`src/hw/rtl/vlmr_pkg.sv`:
```
// shared types, constants and helpers for the variable-length message ring
// no dependencies

package vlmr_pkg;

    localparam int CFG_W    = 15;
    localparam int LEN_W    = 15;
    localparam int PTR_W    = 15;
    localparam int BYTE_W   = 8;
    localparam int STAT_W   = 2;
    localparam int HELD_W   = 14;
    localparam int APB_DW   = 32;
    localparam int APB_AW   = 3;
    localparam int CFG_MAX  = (1 << CFG_W) - 1;
    localparam int CAP_MIN  = 2;

    localparam int STORE_BYTES_DEF = 16384;
    localparam int CAP_RESET       = 16384;
    localparam int RESERVE_RESET   = 1024;

    localparam logic REG_CAPACITY = 1'b0;
    localparam logic REG_RESERVE  = 1'b1;

    typedef enum logic [STAT_W-1:0] {
        ST_DONE    = 2'd0,
        ST_REFUSED = 2'd1,
        ST_NO_MSG  = 2'd2
    } status_t;

    typedef enum logic [1:0] {
        ACT_NONE,
        ACT_MOVE,
        ACT_COMMIT
    } act_t;

    typedef enum logic [1:0] {
        S_IDLE,
        S_DECIDE,
        S_ACT,
        S_REPORT
    } state_t;

    typedef struct packed {
        logic load;
        logic decide;
        logic act;
        logic report;
    } dp_cmd_t;

    typedef struct packed {
        logic act_none;
    } dp_stat_t;

    typedef struct packed {
        logic [CFG_W-1:0] cap;
        logic             res_en;
        logic [CFG_W-1:0] res_lim;
        logic             cap_wr;
        logic [CFG_W-1:0] cap_new;
    } cfg_t;

    function automatic logic [CFG_W-1:0] clamp_cap(input logic [CFG_W-1:0] v,
                                                   input logic [CFG_W-1:0] hi);
        logic [CFG_W-1:0] r;
        if (v < CFG_W'(CAP_MIN))
        begin
            r = CFG_W'(CAP_MIN);
        end
        else if (v > hi)
        begin
            r = hi;
        end
        else
        begin
            r = v;
        end
        return r;
    endfunction

endpackage

```
`src/hw/rtl/vlmr_ctrl.sv`:
```
// sequencer for one transaction: load, decide, byte access, report
// depends on vlmr_pkg

module vlmr_ctrl (
    input  logic                clk,
    input  logic                rst_n,
    input  logic                start,
    output logic                busy,
    input  vlmr_pkg::dp_stat_t  stat,
    output vlmr_pkg::dp_cmd_t   cmd
);
    import vlmr_pkg::*;

    state_t state_reg;
    state_t state_next;

    always_ff @(posedge clk or negedge rst_n)
    begin
        if (!rst_n)
        begin
            state_reg <= S_IDLE;
        end
        else
        begin
            state_reg <= state_next;
        end
    end

    always_comb
    begin
        state_next = state_reg;
        cmd        = '0;
        busy       = 1'b1;
        case (state_reg)
            S_IDLE:
            begin
                busy = 1'b0;
                if (start)
                begin
                    cmd.load   = 1'b1;
                    state_next = S_DECIDE;
                end
            end
            S_DECIDE:
            begin
                cmd.decide = 1'b1;
                state_next = stat.act_none ? S_REPORT : S_ACT;
            end
            S_ACT:
            begin
                cmd.act    = 1'b1;
                state_next = S_REPORT;
            end
            S_REPORT:
            begin
                cmd.report = 1'b1;
                state_next = S_IDLE;
            end
            default:
            begin
                state_next = S_IDLE;
            end
        endcase
    end

`ifndef SYNTHESIS
    a_decide_after_load: assert property (@(posedge clk) disable iff (!rst_n)
        cmd.load |=> (state_reg == S_DECIDE))
        else $error("load not followed by decide");
    a_report_ends: assert property (@(posedge clk) disable iff (!rst_n)
        cmd.report |=> !busy)
        else $error("busy after report");
    a_no_start_taken_busy: assert property (@(posedge clk) disable iff (!rst_n)
        (busy && start) |-> !cmd.load)
        else $error("transaction loaded while busy");
`endif

endmodule

```
`config.mk`:
```
export PLATFORM = sky130hd
export DESIGN_NAME = vlmr_ctrl
export DESIGN_NICKNAME = d
export VERILOG_FILES = /design/src/hw/rtl/vlmr_pkg.sv /design/src/hw/rtl/vlmr_ctrl.sv
export SDC_FILE = /design/constraint.sdc
export NUM_CORES = 1
export LEC_CHECK = 0
export ABC_AREA = 1
export BUFFER_PORTS_ARGS = -buffer_cell sky130_fd_sc_hd__buf_2
export CAP_MARGIN = 10
export CELL_PAD_IN_SITES_DETAIL_PLACEMENT = 1
export CELL_PAD_IN_SITES_GLOBAL_PLACEMENT = 1
export CORE_AREA = 4 4 41 43
export CTS_CLUSTER_DIAMETER = 100
export CTS_CLUSTER_SIZE = 10
export DETAILED_ROUTE_END_ITERATION = 8
export DIE_AREA = 0 0 45 47
export HOLD_SLACK_MARGIN = 0.06
export PLACE_DENSITY = 0.38
export SLEW_MARGIN = 20
export SYNTH_ARGS = -nofsm -noshare
export SYNTH_HDL_FRONTEND = slang
export SYNTH_SLANG_ARGS = --single-unit
```
`constraint.sdc`:
```
create_clock -name clk -period 1.1 [get_ports clk]
set_clock_uncertainty 0.2 [all_clocks]
set_input_delay 0.165 -clock clk [delete_from_list [all_inputs] [get_ports clk]]
set_output_delay 0.165 -clock clk [all_outputs]
set_load 0.01 [all_outputs]
```
==> flow_summary.ini, run 1 <==
[global_route]
grt.total_usage_pct = 6.467
antenna_found_initial = 0
first_global_vias = 234
grt_first_pass_wirelength_um = 897
overflow = 0
grt_max_degree = 5

[placement]
post_dp_cell_area_sq_um = 264.0
portBuffers = 8
place_inst = 48
dp_hpwl_um = 379.1
place_congestion = 0.6800

[clock_tree]
clk_pin_slew_ns = 0.03
htree_levels = 1
cts_tree = done
clock-sinks = 2
cts_root_buf = clkbuf_4
cts_buffer_depth = 2
numCtsBuffers = 3
clock_latency_ns = 0.22

[synth]
synth.distinct_cells = 6
synthSimpleGateAreaFrac_pct = 22.22
synth_edf_count = 0
synth_warnings = 0
synth_top_area_share_pct = 34.72
ys.flop_type = dfrtp_1
yosys-top-cells-area = ha_1 (35%), dfrtp_1 (28%), nand2_1 (19%)
syn_inst = 24
muxShareOfSynthArea_pct = 0
ys_top_cells_by_count = nand2_1 (9), inv_1 (6), ha_1 (5)
synth_seq_cells = 2
synth.avg_cell_area_sq_um = 7.507
synth_nets = 33
ys_async_sr_fraction_pct = 100.0
synth_xor_area_share_pct = 0
synth_adder_area_share_pct = 34.72
synth_top_family_by_area = adder cells
synth.largest_area_cell = ha_1
synth_compound_area_share_pct = 2.778
synthesis.area_sq_um = 180.2
yosysMostFrequentCell = nand2_1
synth-seq-area-share_pct = 27.78

[floorplanning]
die_area_sq_um = 2115
top_level_ports = 9
fp.dieW_um = 45
rows = 13
die_h_um = 47
start_util_pct = 13.85
core_sq_um = 1301

[timing]
rsz0062_at_grt = yes
finalWorstSetupSlack_ns = -0.3290
clock.fmax_mhz = 699.8
maxSlewViolCount = 0
hold_viol_final = 0
min_period_ns = 1.429
slew-limit-headroom_pct = 91.90
tns_ns = -1.931
final-setup-viol-count = 9
fin_crit_sh_pct = 129.9
tightest_slew_ns = 0.1214

[worst_setup_path]
cp-start-kind = flip-flop
path_cells = buf_4, ha_2, buf_6
critPathMaxFanout = 3
arrival_ns = 1.06
crit_type = flip-flop to output port
end_kind = output port
critPathRequiredTime_ns = 0.73
crit_slowest_cell = dfrtp_1
max_stage_delay_ns = 0.39

[routing]
ant_nets = 0
drc = 0
wl_per_cell_um = 9.655
wl_um = 560
drt_pass1_iterations = 1
drt_first_iter_violations = 0
num_vias = 210
vias_per_cell = 3.621

[cells_and_area]
diodes = 0
largest_reg_flops = 2
drive_gt1_share_pct = 76.74
areaGrowthSynthToFinish_pct = 125.7
layout.cells.non_filler = 58
fin_nets = 54
stdcell_area_sq_um = 406.6
utilization_pct = 31.25

[power]
irDropWorstVdd_mv = 0.9162
p_switching_uw = 504.5
internal-power_uw = 725.6
power_frac_seq_pct = 12.2
powerDensity_nw_per_um2 = 3025
p_comb_share_pct = 74.7
switching_share_pct = 41.01
p_total_mw = 1.230
power_frac_clock_pct = 13.1
p_leak_nw = 0.2169

[outcome]
outcome = finished with violations
violations = setup timing

[hold_path]
hold_path.class = input port to flip-flop

[flow_run]
maxCapViolations = 0
==> power groups by stage <==
stage | sequential, mW | combinational, mW | clock, mW
floorplan | 0.156 | 0.358 | 0
global placement | 0.157 | 0.514 | 0
detailed placement | 0.157 | 0.528 | 0
CTS | 0.149 | 0.817 | 0.170
global route | 0.156 | 1.02 | 0.182
finish | 0.150 | 0.919 | 0.161
==> final cells by class <==
type,instances,area (sq um)
multi-input cells,16,158.9
fillers,165,894.6
clock buffers,3,22.52
flip-flops and latches,2,50.05
inverters,6,22.52
well taps,15,18.77
repair buffers,16,133.9
==> cells in the final DEF (no fill, tap or decap) <==
| master | Yosys | layout |
|---|---|---|
| o21ai_2 | 0 | 1 |
| ha_2 | 0 | 2 |
| buf_2 | 0 | 4 |
| nand2_4 | 0 | 1 |
| ha_1 | 5 | 1 |
| nand2_2 | 1 | 5 |
| dlygate4sd3_1 | 0 | 2 |
| inv_1 | 6 | 1 |
| inv_2 | 0 | 5 |
| buf_6 | 0 | 5 |
| clkbuf_4 | 0 | 3 |
| dfrtp_1 | 2 | 2 |
| nand2_1 | 9 | 4 |
| buf_4 | 0 | 5 |
| ha_4 | 0 | 2 |
==> stage by stage <==
step	hold WS (ns)	setup WS (ns)
after floorplan	-0.3306	-0.04748
after global placement	-0.2504	-0.1469
after detailed placement	-0.2484	-0.1655
after CTS	0.05657	-0.3328
after global routing	0.09787	-0.3856
final	0.07288	-0.3290
==> worst paths after layout <==
| kind | from | slack [ns] | cells past startpoint | endpoint |
|---|---|---|---|---|
| max | state_reg[0] | -0.33 | 3 | cmd[2] |
| min | stat | 0.07 | 5 | state_reg[0] |
| max reg2reg | state_reg[0] | -0.20 | 7 | state_reg[0] |
| min reg2reg | state_reg[0] | 0.43 | 3 | state_reg[0] |
| max in group asynchronous | rst_n | -0.03 | 3 | state_reg[0] |
| min in group asynchronous | rst_n | 0.63 | 3 | state_reg[1] |
==> worst max-delay path, delay by kind of cell, from the launching register on <==
| family | cells | cell delay (ns) |
|---|---|---|
| buffers and inverters | 2 | 0.27 |
| adder cells (fa/ha/maj) | 1 | 0.18 |
| flip-flops | 1 | 0.39 |
==> per-layer routing <==
metal	share of wire, %	global-route usage (%)
met5	0	0
met4	0	7.018
met3	3.4	2.299
met2	62	11.02
met1	34	5.656
==> kinds of logic after synthesis <==
kind of cell / Yosys count
AOI/OAI and AO/OA: 1
DFF: 2
and+or+nand+nor: 10
buffers and inverters: 6
adders and majority gates: 5
==> what timing repair did <==
action                                  4_1_cts  5_1_grt
gates resized for setup                      10        6
buffers inserted                              4        1
endpoints found under the setup margin        7        7
hold buffers                                  1        1
endpoints found under the hold margin         3        2
pin swaps                                     3        3
Power figures use the tool's default switching activity.
==> run 2, diff against run 1 <==
--- a/config.mk
+++ b/config.mk
@@ -10,11 +10,11 @@
 export CAP_MARGIN = 10
 export CELL_PAD_IN_SITES_DETAIL_PLACEMENT = 1
 export CELL_PAD_IN_SITES_GLOBAL_PLACEMENT = 1
-export CORE_AREA = 4 4 41 43
+export CORE_AREA = 2 2 39 41
 export CTS_CLUSTER_DIAMETER = 100
 export CTS_CLUSTER_SIZE = 10
 export DETAILED_ROUTE_END_ITERATION = 8
-export DIE_AREA = 0 0 45 47
+export DIE_AREA = 0 0 41 43
 export HOLD_SLACK_MARGIN = 0.06
 export PLACE_DENSITY = 0.38
 export SLEW_MARGIN = 20
==> run 2 against run 1 <==
Net effect: the flow still finishes with violations (setup timing); sequential power is 4% higher; worst hold slack worse by 0.0018 ns; fmax down 1.1%; final cell count rose by 3.4%.
==> flow_summary.ini, run 2 (synthesis gave the netlist of run 1 again) <==
[cells_and_area]
drive_gt1_share_pct = 56.82
layout_commonest_cell = nand2_1
utilization_pct = 29.48
areaGrowthSynthToFinish_pct = 126.4
final_cell_mix = nand2_1 (8), buf_4 (6), buf_2 (4), buf_6 (4)
fin_nets = 55
largest_reg_flops = 2
layout.cells.non_filler = 60
diodes = 0

[global_route]
first_global_vias = 188
antenna_found_initial = 0
overflow = 0
grt_max_degree = 5
grt_first_pass_wirelength_um = 703
grt.total_usage_pct = 6.124

[routing]
drt_first_iter_violations = 0
wl_met3_um = 13
drc = 0
top_layer_used = met3
ant_nets = 0
num_vias = 201
wl_um = 442
drt_pass1_iterations = 1
wl_per_cell_um = 7.367
wl_met1_um = 181
met2WireLength_um = 247
vias_per_cell = 3.350

[power]
p_leak_nw = 0.2215
p_total_mw = 1.142
irDropWorstVdd_mv = 0.9339
powerDensity_nw_per_um2 = 2799

[hold_path]
holdCritStartpoint = start
hold_path.class = input port to flip-flop
hold_depth = 4
holdPathEnd = state_reg[1]

[flow_run]
maxCapViolations = 0

[placement]
portBuffers = 8
dp_hpwl_um = 327.2
place_inst = 49
place_congestion = 0.6919

[worst_setup_path]
r2r_cells = 7
end_kind = output port
startpoint = state_reg[1]
r2r_slack_ns = -0.21
r2r_start = state_reg[1]
r2r-end = state_reg[0]
cp-start-kind = flip-flop
critPathRequiredTime_ns = 0.73
arrival_ns = 1.08
crit_type = flip-flop to output port
critPathMaxFanout = 4

[outcome]
outcome = finished with violations
violations = setup timing

[floorplanning]
fp.dieW_um = 41
core_sq_um = 1384
top_level_ports = 9
die_h_um = 43
start_util_pct = 13.02
die_area_sq_um = 1763
rows = 14

[clock_tree]
clock_latency_ns = 0.22
clock-sinks = 2
cts_root_buf = clkbuf_4
cts_buffer_depth = 2
htree_levels = 1
numCtsBuffers = 3
clk_pin_slew_ns = 0.03
cts_tree = done

[timing]
min_period_ns = 1.445
final-setup-viol-count = 7
maxSlewViolCount = 0
tightest_slew_ns = 0.1509
hold_viol_final = 0
rsz0062_at_grt = yes
finalWorstSetupSlack_ns = -0.3448
slew-limit-headroom_pct = 89.94
fin_crit_sh_pct = 131.3
clock.fmax_mhz = 692.1
-- run 2: layout make-up --
cell class,count,area (sq um)
Clock buffer,3,22.52
Fill cell,178,975.9
Inverter,6,22.52
Multi-Input combinational cell,16,152.6
Sequential cell,2,50.05
Tap cell,16,20.02
Timing Repair Buffer,17,140.1
-- run 2: report_power, final --
part / total [mW] / internal, mW / switching (mW)
registers: 0.156 / 0.116 / 0.0396
logic: 0.827 / 0.452 / 0.375
clock network: 0.159 / 0.120 / 0.0387
total: 1.14 / 0.688 / 0.453
-- run 2: how the worst max path moves through the flow --
stage               slack, ns           end
finish                  -0.34        cmd[3]
global route            -0.41        cmd[3]
CTS                     -0.36        cmd[3]
detailed placement      -0.16        cmd[3]
global placement        -0.15        cmd[3]
floorplan               -0.05  state_reg[0]
-- run 2: metrics by stage --
step                worst slack [ns]  cell area (sq um)  hold slack, ns  TNS (ns)
floorplan                   -0.04748              197.7         -0.3306  -0.08302
global placement             -0.1480              265.3         -0.2490   -0.7002
detailed placement           -0.1603              265.3         -0.2488   -0.7815
CTS                          -0.3611              385.4         0.06429    -2.050
global route                 -0.4103              407.9         0.08877    -2.412
finish                       -0.3448              407.9         0.07103    -1.976
-- run 2: worst max-delay path, stage by stage (launching register included) --
cell	delay (ns)
dfrtp_1	0.41
inv_2	0.12
ha_4	0.15
nand2_2	0.05
inv_2	0.04
buf_6	0.09
-- run 2: what timing repair did --
item                                    in CTS  in global routing
hold buffers                                 3                  0
hold endpoints to repair                     3                  0
resized for setup                            5                  3
setup buffers                                5                  1
endpoints found under the setup margin       7                  8
pin swaps                                    1                  1
-- run 2: per-layer routing --
layer | vias up | track usage [%]
li1 | 110 | -
met2 | 3 | 7.500
met3 | 0 | 0
met1 | 88 | 9.003
met4 | 0 | 6.000
met5 | - | 0
==> run 3, diff against run 2 <==
--- a/config.mk
+++ b/config.mk
@@ -8,15 +8,14 @@
 export ABC_AREA = 1
 export BUFFER_PORTS_ARGS = -buffer_cell sky130_fd_sc_hd__buf_2
 export CAP_MARGIN = 10
-export CELL_PAD_IN_SITES_DETAIL_PLACEMENT = 1
-export CELL_PAD_IN_SITES_GLOBAL_PLACEMENT = 1
 export CORE_AREA = 2 2 39 41
 export CTS_CLUSTER_DIAMETER = 100
 export CTS_CLUSTER_SIZE = 10
 export DETAILED_ROUTE_END_ITERATION = 8
 export DIE_AREA = 0 0 41 43
 export HOLD_SLACK_MARGIN = 0.06
-export PLACE_DENSITY = 0.38
+export PLACE_DENSITY = 0.3
+export SKIP_LAST_GASP = 1
 export SLEW_MARGIN = 20
 export SYNTH_ARGS = -nofsm -noshare
 export SYNTH_HDL_FRONTEND = slang
==> run 3 against run 2 <==
Net effect: the run still ends with setup timing left; die area did not move; combinational power decreased by 3.1%; final cell count grew 1.7%; final area down 4.0%; sequential power fell by 3%; fmax increased by 1.7%; first-iteration DRC count grew 2; worst hold slack improved by 0.0083 ns; worst setup slack gained 0.024 ns; critical path type unchanged; critical endpoint is now cmd[1]; highest routed layer unchanged.
==> flow_summary.ini, run 3 (synthesis gave the netlist of run 1 again) <==
[outcome]
outcome = finished with violations
violations = setup timing

[timing]
tightest_slew_ns = 0.1224
clock.fmax_mhz = 703.9
maxSlewViolCount = 0
hold_viol_final = 0
tns_ns = -1.859
fin_crit_sh_pct = 129.2
rsz0062_at_grt = yes
slew-limit-headroom_pct = 91.84
min_period_ns = 1.421
finalWorstSetupSlack_ns = -0.3207
whs_ns = 0.07931
final-setup-viol-count = 7

[cells_and_area]
areaGrowthSynthToFinish_pct = 117.4
drive_gt1_share_pct = 60.00
diodes = 0
stdcell_area_sq_um = 391.6
largest_reg_flops = 2
layout.cells.non_filler = 61
fin_nets = 56
final_cell_mix = nand2_1 (8), buf_4 (8), inv_2 (4), buf_2 (4)

[clock_tree]
cts_buffer_depth = 2
clock-sinks = 2
numCtsBuffers = 3
cts_root_buf = clkbuf_4
cts_tree = done
clk_pin_slew_ns = 0.03
clock_latency_ns = 0.22
htree_levels = 1

[global_route]
antenna_found_initial = 0
overflow = 0
grt.total_usage_pct = 6.225
grt_first_pass_wirelength_um = 731
first_global_vias = 204
grt_max_degree = 5

[placement]
place_inst = 49
portBuffers = 8
post_dp_cell_area_sq_um = 265.3
place_congestion = 0.7186

[power]
p_total_mw = 1.109
p_leak_nw = 0.2232
irDropWorstVdd_mv = 0.7823
powerDensity_nw_per_um2 = 2832

[worst_setup_path]
r2r-end = state_reg[0]
arrival_ns = 1.06
critPathRequiredTime_ns = 0.73
r2r_cells = 7
end_kind = output port
cp-start-kind = flip-flop
r2r_start = state_reg[1]
r2r_slack_ns = -0.16
critPathMaxFanout = 3
crit_type = flip-flop to output port

[floorplanning]
die_area_sq_um = 1763
rows = 14
die_h_um = 43
core_sq_um = 1384
top_level_ports = 9
start_util_pct = 13.02
fp.dieW_um = 41

[flow_run]
maxCapViolations = 0

[routing]
wl_um = 447
num_vias = 207
ant_nets = 0
drt_pass1_iterations = 2
vias_per_cell = 3.393
drc = 0
wl_per_cell_um = 7.328
drt_first_iter_violations = 2

[hold_path]
holdPathEnd = state_reg[1]
hold_path.class = input port to flip-flop
holdCritStartpoint = start
hold_depth = 4
[run 3: changes by cell type in the layout (fill, tap and decap cells not counted), sizes merged]
cell  before  now
buf       14   15
[run 3: metal layers]
| layer | up-vias | GRT usage (%) | share of wire, % |
|---|---|---|---|
| met2 | 3 | 8.750 | 58 |
| li1 | 112 | - | - |
| met3 | 0 | 0 | 2.9 |
| met1 | 92 | 8.039 | 39 |
| met5 | - | 0 | 0 |
| met4 | 0 | 6.000 | 0 |
[run 3: cell type report]
class	instances	area, sq um
fill	157	992.2
timing repair buffer	18	143.9
multi-input combinational	16	132.6
sequential	2	50.05
clock buffer	3	22.52
inverter	6	22.52
tap	16	20.02
[run 3: metrics by stage]
step | worst slack [ns] | utilization (%)
after global routing | -0.3837 | 28.30
after CTS | -0.3352 | 27.40
after global placement | -0.1455 | 19.17
after floorplan | -0.04748 | -
after detailed placement | -0.1491 | 19.17
final | -0.3207 | 28.30
[run 3: where the power goes]
| group | leakage [nW] | total, mW | switching (mW) | internal [mW] |
|---|---|---|---|---|
| sequential | 0.0237 | 0.152 | 0.0354 | 0.116 |
| combinational | 0.186 | 0.801 | 0.352 | 0.449 |
| clock | 0.0138 | 0.157 | 0.0369 | 0.120 |
| total | 0.223 | 1.11 | 0.424 | 0.685 |
[run 3: what timing repair did]
| item | in CTS | in global routing |
|---|---|---|
| buffers inserted | 5 | 2 |
| pin swaps | 2 | 1 |
| endpoints found under the setup margin | 7 | 9 |
| endpoints found under the hold margin | 3 | 0 |
| hold buffers | 3 | 0 |
| gates resized for setup | 5 | 1 |
[run 3: worst max-delay path: stages, from the launching register on]
cell,delay [ns]
dfrtp_1,0.39
buf_4,0.15
ha_1,0.16
buf_2,0.13
[run 3: how the worst max path moves through the flow]
stage | startpoint | endpoint | cells past startpoint
after floorplan | state_reg[1] | state_reg[0] | 6
after global placement | state_reg[1] | cmd[3] | 5
after detailed placement | state_reg[1] | cmd[3] | 5
after CTS | state_reg[1] | cmd[1] | 3
after global routing | state_reg[0] | cmd[3] | 5
final | state_reg[1] | cmd[1] | 3
