### src/hw/rtl/vlmr_pkg.sv
// shared types, constants and helpers for the variable-length message ring
// no dependencies

package vlmr_pkg;

    localparam int CFG_W    = 15;
    localparam int LEN_W    = 15;
    localparam int PTR_W    = 15;
    localparam int BYTE_W   = 8;
    localparam int STAT_W   = 2;
    localparam int HELD_W   = 14;
    localparam int APB_DW   = 32;
    localparam int APB_AW   = 3;
    localparam int CFG_MAX  = (1 << CFG_W) - 1;
    localparam int CAP_MIN  = 2;

    localparam int STORE_BYTES_DEF = 16384;
    localparam int CAP_RESET       = 16384;
    localparam int RESERVE_RESET   = 1024;

    localparam logic REG_CAPACITY = 1'b0;
    localparam logic REG_RESERVE  = 1'b1;

    typedef enum logic [STAT_W-1:0] {
        ST_DONE    = 2'd0,
        ST_REFUSED = 2'd1,
        ST_NO_MSG  = 2'd2
    } status_t;

    typedef enum logic [1:0] {
        ACT_NONE,
        ACT_MOVE,
        ACT_COMMIT
    } act_t;

    typedef enum logic [1:0] {
        S_IDLE,
        S_DECIDE,
        S_ACT,
        S_REPORT
    } state_t;

    typedef struct packed {
        logic load;
        logic decide;
        logic act;
        logic report;
    } dp_cmd_t;

    typedef struct packed {
        logic act_none;
    } dp_stat_t;

    typedef struct packed {
        logic [CFG_W-1:0] cap;
        logic             res_en;
        logic [CFG_W-1:0] res_lim;
        logic             cap_wr;
        logic [CFG_W-1:0] cap_new;
    } cfg_t;

    function automatic logic [CFG_W-1:0] clamp_cap(input logic [CFG_W-1:0] v,
                                                   input logic [CFG_W-1:0] hi);
        logic [CFG_W-1:0] r;
        if (v < CFG_W'(CAP_MIN))
        begin
            r = CFG_W'(CAP_MIN);
        end
        else if (v > hi)
        begin
            r = hi;
        end
        else
        begin
            r = v;
        end
        return r;
    endfunction

endpackage

### src/hw/rtl/vlmr_regs.sv
// apb configuration registers: capacity and reserve size, clamped views
// depends on vlmr_pkg

module vlmr_regs #(
    parameter int STORE_BYTES = vlmr_pkg::STORE_BYTES_DEF
) (
    input  logic                        clk,
    input  logic                        rst_n,
    input  logic                        psel,
    input  logic                        penable,
    input  logic                        pwrite,
    input  logic [vlmr_pkg::APB_AW-1:0] paddr,
    input  logic [vlmr_pkg::APB_DW-1:0] pwdata,
    output logic [vlmr_pkg::APB_DW-1:0] prdata,
    output logic                        pready,
    output vlmr_pkg::cfg_t              cfg
);
    import vlmr_pkg::*;

    localparam logic [CFG_W-1:0] CAP_MAX =
        CFG_W'((STORE_BYTES > CFG_MAX) ? CFG_MAX : STORE_BYTES);

    logic [CFG_W-1:0] cap_raw_reg;
    logic [CFG_W-1:0] cap_raw_next;
    logic [CFG_W-1:0] res_reg;
    logic [CFG_W-1:0] res_next;
    logic             wr_en;
    logic             idx;

    assign wr_en  = psel & penable & pwrite;
    assign idx    = paddr[APB_AW-1];
    assign pready = 1'b1;

    always_comb
    begin
        cap_raw_next = cap_raw_reg;
        res_next     = res_reg;
        if (wr_en)
        begin
            case (idx)
                REG_CAPACITY: cap_raw_next = pwdata[CFG_W-1:0];
                REG_RESERVE:  res_next     = pwdata[CFG_W-1:0];
                default:      cap_raw_next = cap_raw_reg;
            endcase
        end
    end

    always_ff @(posedge clk or negedge rst_n)
    begin
        if (!rst_n)
        begin
            cap_raw_reg <= CFG_W'(CAP_RESET);
            res_reg     <= CFG_W'(RESERVE_RESET);
        end
        else
        begin
            cap_raw_reg <= cap_raw_next;
            res_reg     <= res_next;
        end
    end

    always_comb
    begin
        case (idx)
            REG_CAPACITY: prdata = APB_DW'(cap_raw_reg);
            REG_RESERVE:  prdata = APB_DW'(res_reg);
            default:      prdata = '0;
        endcase
    end

    always_comb
    begin
        cfg.cap     = clamp_cap(cap_raw_reg, CAP_MAX);
        cfg.res_en  = (res_reg <= cfg.cap);
        cfg.res_lim = cfg.cap - res_reg;
        cfg.cap_wr  = wr_en && (idx == REG_CAPACITY);
        cfg.cap_new = clamp_cap(pwdata[CFG_W-1:0], CAP_MAX);
    end

endmodule

### config.mk
export PLATFORM = sky130hd
export DESIGN_NAME = vlmr_regs
export DESIGN_NICKNAME = d
export VERILOG_FILES = /design/src/hw/rtl/vlmr_pkg.sv /design/src/hw/rtl/vlmr_regs.sv
export SDC_FILE = /design/constraint.sdc
export NUM_CORES = 1
export LEC_CHECK = 0
export ABC_AREA = 1
export BUFFER_PORTS_ARGS = -buffer_cell sky130_fd_sc_hd__buf_2
export CORE_MARGIN = 2
export CORE_UTILIZATION = 49
export CTS_BUF_LIST = sky130_fd_sc_hd__clkbuf_8 sky130_fd_sc_hd__clkbuf_16
export DETAILED_ROUTE_END_ITERATION = 7
export PLACE_DENSITY = 0.89
export SYNTH_ARGS = -nofsm -noshare
export SYNTH_HDL_FRONTEND = slang
export SYNTH_SLANG_ARGS = --single-unit
### constraint.sdc
create_clock -name clk -period 3.2 [get_ports clk]
set_input_delay 0.32 -clock clk [delete_from_list [all_inputs] [get_ports clk]]
set_output_delay 0.32 -clock clk [all_outputs]
set_load 0.005 [all_outputs]
==> results of run 1 <==
worst register-to-register path: cells and delay by family (launching register included):
family                 cells  cell delay, ns
AOI/OAI and AO/OA          1            0.16
buffers and inverters      1            0.08
DFF                        1            0.58
stage by stage:
step	power (W)	setup slack [ns]	util [%]	hold slack (ns)
2_1_floorplan	0.00138	0.699	-	0.0244
3_3_place_gp	0.00175	0.452	56.2	0.364
3_5_place_dp	0.00179	0.377	56.2	0.372
4_1_cts	0.00209	0.0676	57.8	0.0739
5_1_grt	0.00231	0.0384	57.9	0.121
6_report	0.00210	0.221	57.9	0.0575
path summary, 6_finish.rpt:
path                                             start                          end  slack (ns)  cells past startpoint
min                                              rst_n       res_reg[9]$_DFFE_PN0P_        0.06                      1
max reg2reg                cap_raw_reg[14]$_DFFE_PN1P_  cap_raw_reg[14]$_DFFE_PN1P_        2.31                      2
max in group asynchronous                        rst_n      res_reg[13]$_DFFE_PN0P_        2.73                      1
min reg2reg                    res_reg[10]$_DFFE_PN1P_      res_reg[10]$_DFFE_PN1P_        0.52                      2
max                        cap_raw_reg[14]$_DFFE_PN1P_                      cfg[24]        0.22                     15
min in group clk                             pwdata[2]   cap_raw_reg[2]$_DFFE_PN0P_        0.27                      3
area by class of cell:
type | count | area (um^2)
Clock inverter | 2 | 8.76
Sequential cell | 30 | 753
Clock buffer | 6 | 82.6
Multi-Input combinational cell | 316 | 1650
Inverter | 95 | 357
Tap cell | 75 | 93.8
Timing Repair Buffer | 84 | 425
Fill cell | 580 | 2450
per-layer routing:
| layer | track usage [%] | vias up |
|---|---|---|
| li1 | - | 1494 |
| met1 | 27.8 | 1317 |
| met2 | 40.6 | 95 |
| met3 | 2.56 | 18 |
| met4 | 8.81 | 0 |
| met5 | 0 | - |
cell usage in the layout, fill, tap and decap left out, drive strengths merged:
cell and n:
dfstp 2, nand4 6, nor2 50, ha 15, and2 1, o21ai 46, conb 18, clkinv 1
nand2 138, inv 96, nor3 6, nand3 19, a21oi 8, xnor2 1, buf 84, fa 1
clkbuf 6, dfrtp 28, xor2 5, o21bai 2
power groups by stage:
stage               Sequential, W  Combinational [W]  Clock, W
floorplan                0.000500           0.000881         0
global placement         0.000514            0.00123         0
detailed placement       0.000520            0.00127         0
CTS                      0.000513            0.00127  0.000306
global route             0.000524            0.00146  0.000318
finish                   0.000518            0.00128  0.000304
kinds of logic after synthesis:
family	count (synthesis)	synth area share (%)
other cells	2	0.259
simple gates	220	35.0
buf+inv	126	19.6
flops	30	26.0
xor+xnor	6	1.81
compound gates	56	10.2
fa+ha+maj	16	7.16
==> results.py, run 1 <==
metrics = {
    "clocking": {
        "clkSinkCount": 30,
        "clkLatencyLatePin_ns": 0.28,
        "cts_hold_buffers": 0,
        "cts_tree": "done",
        "cts_setup_buffers": 0,
        "clkTransAtPathRegs_ns": 0.06,
        "cts-htree-levels": 2,
        "clock_path_buffers": 2,
        "cts-resized-gates": 0,
        "cts_buffers": 5,
        "clock-root-buffer": "clkbuf_8",
    },
    "min_path": {
        "hp-class": "primary input to async pin",
    },
    "pwr": {
        "p_int_w": 0.00113,
        "p_sw_w": 0.000970,
        "vdd_drop_max_mv": 0.360,
        "seqPwrFrac_pct": 24.6,
        "power.leakage_nw": 1.98,
        "power_switching_share_pct": 46.2,
        "cellPowerDensity_nw_per_um2": 623,
        "p_comb_share_pct": 60.9,
        "power_frac_clock_pct": 14.5,
    },
    "global_route": {
        "grt_max_degree": 33,
        "grt_pass1_vias": 2706,
        "antenna_found_initial": 0,
        "grt_pass1_wl_mm": 11.8,
        "track_usage_pct": 22.7,
        "overflow": 0,
    },
    "worst_setup_path": {
        "slowest_delay_ns": 0.58,
        "slowest_stage": "dfstp_2",
        "crit_top_cell": "nand2_1",
        "worst_ep_required_time_ns": 2.88,
        "crit_chain": "inv_1 -> nand2_1 -> inv_1 -> nand4_1 -> nor2_1 -> nor3_2 -> inv_1 -> ha_1 -> fa_2 -> o21bai_4 -> nand2_1 -> nand3_1 -> nand2_1 -> nand2_1 -> buf_2",
        "startpoint_type": "register",
        "critPathArrivalTime_ns": 2.66,
        "crit_path_max_fanout": 5,
        "worstSetupPathType": "register to output pin",
        "path_buf_inv": 4,
        "path_delay_family": "simple AND/OR/NAND/NOR gates",
        "end_kind": "output pin",
    },
    "finish": {
        "area_growth_pct": 16.2,
        "final_cells": 608,
        "diodes": 0,
        "drive_gt1_share_pct": 26.5,
        "layout.nets": 588,
        "finalInstanceArea_um2": 3370,
    },
    "route": {
        "vias": 2924,
        "postRouteAntennaNets": 0,
        "drtIter0Drc": 131,
        "detail_route.wl_per_cell_um": 11.5,
        "wirelength_mm": 7.00,
        "wl_met2_mm": 3.47,
        "highest_layer": "met4",
        "drc": 0,
        "met3_length_um": 404,
        "wl_met1_mm": 2.94,
        "drt_pre_antenna_iters": 4,
        "viasPerCell": 4.81,
    },
    "place": {
        "hpwl_mm": 5.87,
        "gp_congestion": 0.858,
        "io_buffer_count": 82,
        "dp_cells": 600,
        "placed_area_um2": 3270,
    },
    "logic_synthesis": {
        "synth_edf_count": 0,
        "postSynthAreaPerCell_um2": 6.36,
        "synth.most_common_cell": "nand2_1",
        "synth.largest_area_cell": "dfrtp_1",
        "ys_seq_elements": 30,
        "syn-cell-area_um2": 2900,
        "seq_area_frac_synth_pct": 26.0,
        "synthCells": 456,
        "async_flop_share_pct": 100,
        "yosys.area.top_type_share_pct": 24.2,
        "synth_flop_cell": "dfrtp_1",
        "synth_cell_type_count": 29,
        "yosysWarnings": 0,
        "synth.area.top_cells": "dfrtp_1, nand2_1, inv_1",
        "netlist_top_cells_count": "nand2_1, inv_1, o21ai_0",
    },
    "floorplan": {
        "core_area_um2": 5820,
        "io_pins": 120,
        "die_y_um": 80.9,
        "start_util_pct": 49.9,
        "die_w_um": 80.9,
        "rows": 28,
        "die_area_um2": 6550,
    },
    "flow_run": {
        "maxCapViolCount": 0,
    },
    "timing": {
        "worst_slew_pin_slew_ns": 0.629,
        "tns_ns": 0,
        "clock_skew_ns": 0,
        "rsz0062_at_grt": "false",
        "fmax_mhz": 336,
        "fin_crit_ns": 2.98,
        "final_max_slew_viol_count": 0,
        "finalSetupViolations": 0,
        "hold_viol": 0,
        "relSlewSlack_pct": 58.0,
        "fin_crit_sh_pct": 93.1,
    },
    "status": {
        "status": "finished clean",
    },
}
Note: power is estimated with default switching activity, not from simulation.
==> run 2, diff against run 1 <==
--- a/config.mk
+++ b/config.mk
@@ -11,7 +11,7 @@
 export CORE_UTILIZATION = 49
 export CTS_BUF_LIST = sky130_fd_sc_hd__clkbuf_8 sky130_fd_sc_hd__clkbuf_16
 export DETAILED_ROUTE_END_ITERATION = 7
-export PLACE_DENSITY = 0.89
+export PLACE_DENSITY = 0.81
 export SYNTH_ARGS = -nofsm -noshare
 export SYNTH_HDL_FRONTEND = slang
 export SYNTH_SLANG_ARGS = --single-unit
==> run 2 against run 1 <==
  * Via count shrank 3.1%
  * Cell count did not move
  * Wire length decreased by 2.0%
  * Largest power group unchanged
==> results.py, run 2 (synthesized netlist as in run 1, its figures left out) <==
metrics = {
    "pwr": {
        "seqPwrFrac_pct": 24.2,
        "cellPowerDensity_nw_per_um2": 630,
        "vdd_drop_max_mv": 0.348,
        "power_switching_share_pct": 44.9,
        "p_sw_w": 0.000959,
        "p_int_w": 0.00117,
        "power_frac_clock_pct": 16.4,
        "p_comb_share_pct": 59.3,
        "power.leakage_nw": 1.98,
    },
    "route": {
        "drc": 0,
        "drtIter0Drc": 138,
        "wirelength_mm": 6.86,
        "drt_pre_antenna_iters": 5,
        "viasPerCell": 4.66,
        "vias": 2834,
        "detail_route.wl_per_cell_um": 11.3,
        "postRouteAntennaNets": 0,
    },
    "timing": {
        "fmax_mhz": 341,
        "fin_crit_ns": 2.93,
        "hold_viol": 0,
        "worst_slew_pin_slew_ns": 0.742,
        "clock_skew_ns": 0,
        "fin_crit_sh_pct": 91.7,
        "finalSetupViolations": 0,
        "final_max_slew_viol_count": 0,
        "relSlewSlack_pct": 50.4,
    },
    "clocking": {
        "clock-root-buffer": "clkbuf_8",
        "clkLatencyLatePin_ns": 0.28,
        "cts_setup_buffers": 0,
        "clock_path_buffers": 2,
        "clkSinkCount": 30,
        "cts_hold_buffers": 0,
        "cts-htree-levels": 2,
        "cts_tree": "done",
        "clkTransAtPathRegs_ns": 0.06,
        "cts-resized-gates": 0,
        "cts_buffers": 5,
    },
    "finish": {
        "layout.nets": 588,
        "layout_common_cells": "nand2_1, inv_1, buf_2",
        "final_common_cell": "nand2_1",
        "final_cells": 608,
        "finish.utilization_pct": 58.2,
        "diodes": 0,
        "area_growth_pct": 16.7,
        "drive_gt1_share_pct": 26.5,
    },
    "global_route": {
        "track_usage_pct": 21.9,
        "grt_pass1_wl_mm": 11.4,
        "met2_usage_pct": 38.1,
        "grt_pass1_vias": 2537,
        "grt_max_degree": 33,
        "met1_usage_pct": 28.6,
        "antenna_found_initial": 0,
        "overflow": 0,
        "met3_usage_pct": 3.00,
        "top_usage_layer": "met2",
    },
    "worst_setup_path": {
        "worstSetupPathType": "register to output pin",
        "end_kind": "output pin",
        "crit_path_max_fanout": 5,
        "worst_ep_required_time_ns": 2.88,
        "critPathArrivalTime_ns": 2.61,
        "ff2ff_setup_slack_ns": 2.27,
        "startpoint_type": "register",
    },
    "place": {
        "hpwl_mm": 5.77,
        "dp_cells": 600,
        "gp_congestion": 0.841,
        "io_buffer_count": 82,
    },
    "floorplan": {
        "die_y_um": 80.9,
        "rows": 28,
        "io_pins": 120,
        "start_util_pct": 49.9,
        "die_area_um2": 6550,
        "die_w_um": 80.9,
        "core_area_um2": 5820,
    },
    "status": {
        "status": "finished clean",
    },
    "flow_run": {
        "maxCapViolCount": 0,
    },
    "min_path": {
        "hp-class": "primary input to async pin",
    },
}
## run 2: cell types whose count changed in the layout (fill, tap and decap cells not counted)
cell      delta
clkbuf_8     +2
clkinv_2     -1
inv_1        -1
nor2_1       +1
nor2_2       -1
## run 2: worst max-delay path: stages, from the launching register on
cell and delay, ns:
dfstp_2 0.59, inv_1 0.09, nand2_1 0.07, inv_1 0.04, nand4_1 0.06, nor2_1 0.07
nor3_2 0.14, inv_1 0.07, ha_1 0.23, fa_2 0.40, inv_1 0.07, nand3_1 0.08
nand3_2 0.10, nand2_1 0.08, nand2_1 0.07, nand2_1 0.04, nand2_1 0.04, buf_2 0.10
## run 2: area by class of cell
class                      count  area (um^2)
fill                         594         2430
multi-input combinational    316         1650
sequential                    30          753
timing repair buffer          84          425
inverter                      95          357
clock buffer                   8          110
tap                           75         93.8
## run 2: power by group through the flow
stage	clock network [W]	logic [W]	registers, W
2_1_floorplan	0	0.000881	0.000500
3_3_place_gp	0	0.00124	0.000516
3_5_place_dp	0	0.00126	0.000521
4_1_cts	0.000357	0.00127	0.000514
5_1_grt	0.000375	0.00146	0.000525
6_report	0.000351	0.00127	0.000517
## run 2: path summary, 6_finish.rpt
check,from,to,cells after the start
worst max-delay path,cap_raw_reg[14]$_DFFE_PN1P_,cfg[30],17
worst min-delay path,rst_n,cap_raw_reg[2]$_DFFE_PN0P_,1
worst max register to register,cap_raw_reg[14]$_DFFE_PN1P_,cap_raw_reg[14]$_DFFE_PN1P_,2
worst min register to register,res_reg[13]$_DFFE_PN0P_,res_reg[13]$_DFFE_PN0P_,2
max in group asynchronous,rst_n,res_reg[9]$_DFFE_PN0P_,1
min in group clk,pwdata[4],cap_raw_reg[4]$_DFFE_PN0P_,3
## run 2: metrics by stage
stage	instance area (um^2)	worst slack (ns)	TNS [ns]	total power, W	hold slack [ns]
after CTS	3380	0.0705	0	0.00214	0.0767
after floorplan	2960	0.699	0	0.00138	0.0244
after global placement	3270	0.459	0	0.00175	0.375
after detailed placement	3270	0.379	0	0.00178	0.381
after global routing	3390	-0.0233	-0.0233	0.00236	0.102
final	3390	0.265	0	0.00213	0.0538
## run 2: per-layer routing
| layer | share of wire [%] | vias to the layer above |
|---|---|---|
| li1 | - | 1494 |
| met1 | 45 | 1241 |
| met2 | 49 | 93 |
| met3 | 5.7 | 6 |
| met4 | 0.99 | 0 |
| met5 | 0 | - |
==> run 3, diff against run 2 <==
--- a/config.mk
+++ b/config.mk
@@ -8,10 +8,10 @@
 export ABC_AREA = 1
 export BUFFER_PORTS_ARGS = -buffer_cell sky130_fd_sc_hd__buf_2
 export CORE_MARGIN = 2
-export CORE_UTILIZATION = 49
-export CTS_BUF_LIST = sky130_fd_sc_hd__clkbuf_8 sky130_fd_sc_hd__clkbuf_16
+export CORE_UTILIZATION = 50
+export CTS_BUF_LIST = sky130_fd_sc_hd__clkbuf_4
 export DETAILED_ROUTE_END_ITERATION = 7
-export PLACE_DENSITY = 0.81
+export PLACE_DENSITY = 0.83
 export SYNTH_ARGS = -nofsm -noshare
 export SYNTH_HDL_FRONTEND = slang
 export SYNTH_SLANG_ARGS = --single-unit
==> run 3 against run 2 <==
  * Setup slack lost 0.050 ns
  * Fmax decreased by 1.7%
  * Worst hold slack worse by 0.045 ns
  * Register-to-register slack improved by 0.03 ns
  * Combinational power about the same
  * Cell count down 0.66%
  * Flip-flop and latch count stayed put
  * Wire length shrank 1.1%
  * Clock skew unchanged
  * Critical path type unchanged
==> results.py, run 3 (synthesized netlist as in run 1, its figures left out) <==
metrics = {
    "pwr": {
        "p_sw_w": 0.000936,
        "power_switching_share_pct": 47.0,
        "p_comb_share_pct": 63.6,
        "power.leakage_nw": 1.96,
        "power_frac_clock_pct": 10.6,
        "seqPwrFrac_pct": 25.7,
        "vdd_drop_max_mv": 0.278,
        "cellPowerDensity_nw_per_um2": 599,
        "p_int_w": 0.00106,
    },
    "place": {
        "io_buffer_count": 82,
        "gp_congestion": 0.883,
        "dp_slack_ns": 0.441,
        "hpwl_mm": 5.75,
    },
    "timing": {
        "fmax_mhz": 335,
        "final_max_slew_viol_count": 0,
        "relSlewSlack_pct": 54.3,
        "clock_skew_ns": 0,
        "fin_crit_sh_pct": 93.3,
        "fin_crit_ns": 2.98,
        "rsz0062_at_grt": "false",
        "holdWs_ns": 0.00897,
        "tns_ns": 0,
        "fin_ws_ns": 0.216,
        "worst_slew_pin_slew_ns": 0.683,
        "hold_viol": 0,
        "finalSetupViolations": 0,
    },
    "worst_setup_path": {
        "reg2reg_depth": 2,
        "worstSetupPathType": "register to output pin",
        "ff2ff_setup_slack_ns": 2.30,
        "cp-startpoint": "cap_raw_reg[14]$_DFFE_PN1P_",
        "startpoint_type": "register",
        "worstReg2RegEnd": "cap_raw_reg[14]$_DFFE_PN1P_",
        "crit_path_max_fanout": 5,
        "worst_ep_required_time_ns": 2.88,
        "regToRegStartpoint": "cap_raw_reg[14]$_DFFE_PN1P_",
        "end_kind": "output pin",
        "critPathArrivalTime_ns": 2.66,
    },
    "status": {
        "status": "finished clean",
    },
    "clocking": {
        "cts_tree": "done",
        "cts-htree-levels": 2,
        "clock-root-buffer": "clkbuf_4",
        "clock_path_buffers": 2,
        "clkSinkCount": 30,
        "cts_setup_buffers": 0,
        "clkTransAtPathRegs_ns": 0.08,
        "clkLatencyLatePin_ns": 0.31,
        "cts_buffers": 5,
    },
    "route": {
        "drc": 0,
        "drt_pre_antenna_iters": 5,
        "vias": 2873,
        "wirelength_mm": 6.79,
        "drtIter0Drc": 100,
        "postRouteAntennaNets": 0,
        "detail_route.wl_per_cell_um": 11.2,
        "viasPerCell": 4.76,
    },
    "global_route": {
        "grt_pass1_vias": 2580,
        "grt_pass1_wl_mm": 11.2,
        "track_usage_pct": 21.8,
        "overflow": 0,
        "antenna_found_initial": 0,
        "grt_max_degree": 33,
    },
    "finish": {
        "area_growth_pct": 14.8,
        "layout.nets": 588,
        "layout_common_cells": "nand2_1, inv_1, buf_2",
        "diodes": 0,
        "final_common_cell": "nand2_1",
        "drive_gt1_share_pct": 26.5,
        "fillCellCount": 557,
    },
    "floorplan": {
        "io_pins": 120,
        "die_y_um": 80.2,
        "core_area_um2": 5540,
        "start_util_pct": 52.3,
        "rows": 27,
        "die_w_um": 80.2,
        "die_area_um2": 6430,
    },
    "min_path": {
        "hp-class": "primary input to async pin",
    },
    "flow_run": {
        "maxCapViolCount": 0,
    },
}
run 3: changes by cell type in the layout (fill, tap and decap cells not counted):
cell	delta
a21oi_1	-1
a21oi_2	+1
clkbuf_8	-8
clkbuf_4	+7
run 3: per-layer routing:
layer | up-vias | GRT usage [%] | share of wire [%]
li1 | 1490 | - | -
met1 | 1284 | 28.0 | 46
met2 | 88 | 38.2 | 48
met3 | 11 | 3.26 | 5.0
met4 | 0 | 5.93 | 1.5
met5 | - | 0 | 0
run 3: worst max-delay path, cell delays in order, from the launching register on:
cell     delay (ns)
dfstp_2        0.59
inv_1          0.08
nand2_1        0.06
inv_1          0.04
nand4_1        0.06
nor2_1         0.07
nor3_2         0.12
inv_1          0.06
ha_1           0.23
fa_2           0.40
inv_1          0.08
nand3_1        0.09
nand3_2        0.12
nand2_1        0.08
nand2_1        0.07
nand2_1        0.04
nand2_1        0.04
buf_2          0.10
run 3: power groups by stage:
stage                     Combinational (W)  Clock, W  Sequential [W]
after floorplan                    0.000881         0        0.000500
after global placement              0.00123         0        0.000515
after detailed placement            0.00126         0        0.000519
after CTS                           0.00126  0.000219        0.000511
after global routing                0.00144  0.000238        0.000523
final                               0.00127  0.000212        0.000513
run 3: worst max-delay path by stage:
stage	end	slack [ns]
CTS	cfg[30]	0.07
detailed placement	cfg[30]	0.44
global placement	cfg[30]	0.50
finish	cfg[30]	0.22
floorplan	cfg[30]	0.70
global route	cfg[30]	0.02
run 3: repair_timing:
item / CTS / global route
gates resized for setup: 0 / 3
hold buffers: 0 / 0
setup endpoints to repair: 0 / 5
run 3: layout make-up:
| class | count | area (um^2) | share of cell area (%) |
|---|---|---|---|
| Inverter | 95 | 357 | 10.7 |
| Timing Repair Buffer | 84 | 425 | 12.8 |
| Clock buffer | 7 | 52.6 | 1.58 |
| Multi-Input combinational cell | 316 | 1650 | 49.6 |
| Sequential cell | 30 | 753 | 22.6 |
| Tap cell | 72 | 90.1 | 2.71 |
run 3: metrics by stage:
stage / area (um^2) / util (%) / total power [W] / std cells
finish: 3330 / 60.1 / 0.00199 / 604
global route: 3330 / 60.1 / 0.00220 / 604
CTS: 3320 / 59.9 / 0.00199 / 604
detailed placement: 3260 / 58.9 / 0.00178 / 597
global placement: 3260 / 58.9 / 0.00175 / 597
floorplan: 2960 / - / 0.00138 / 472
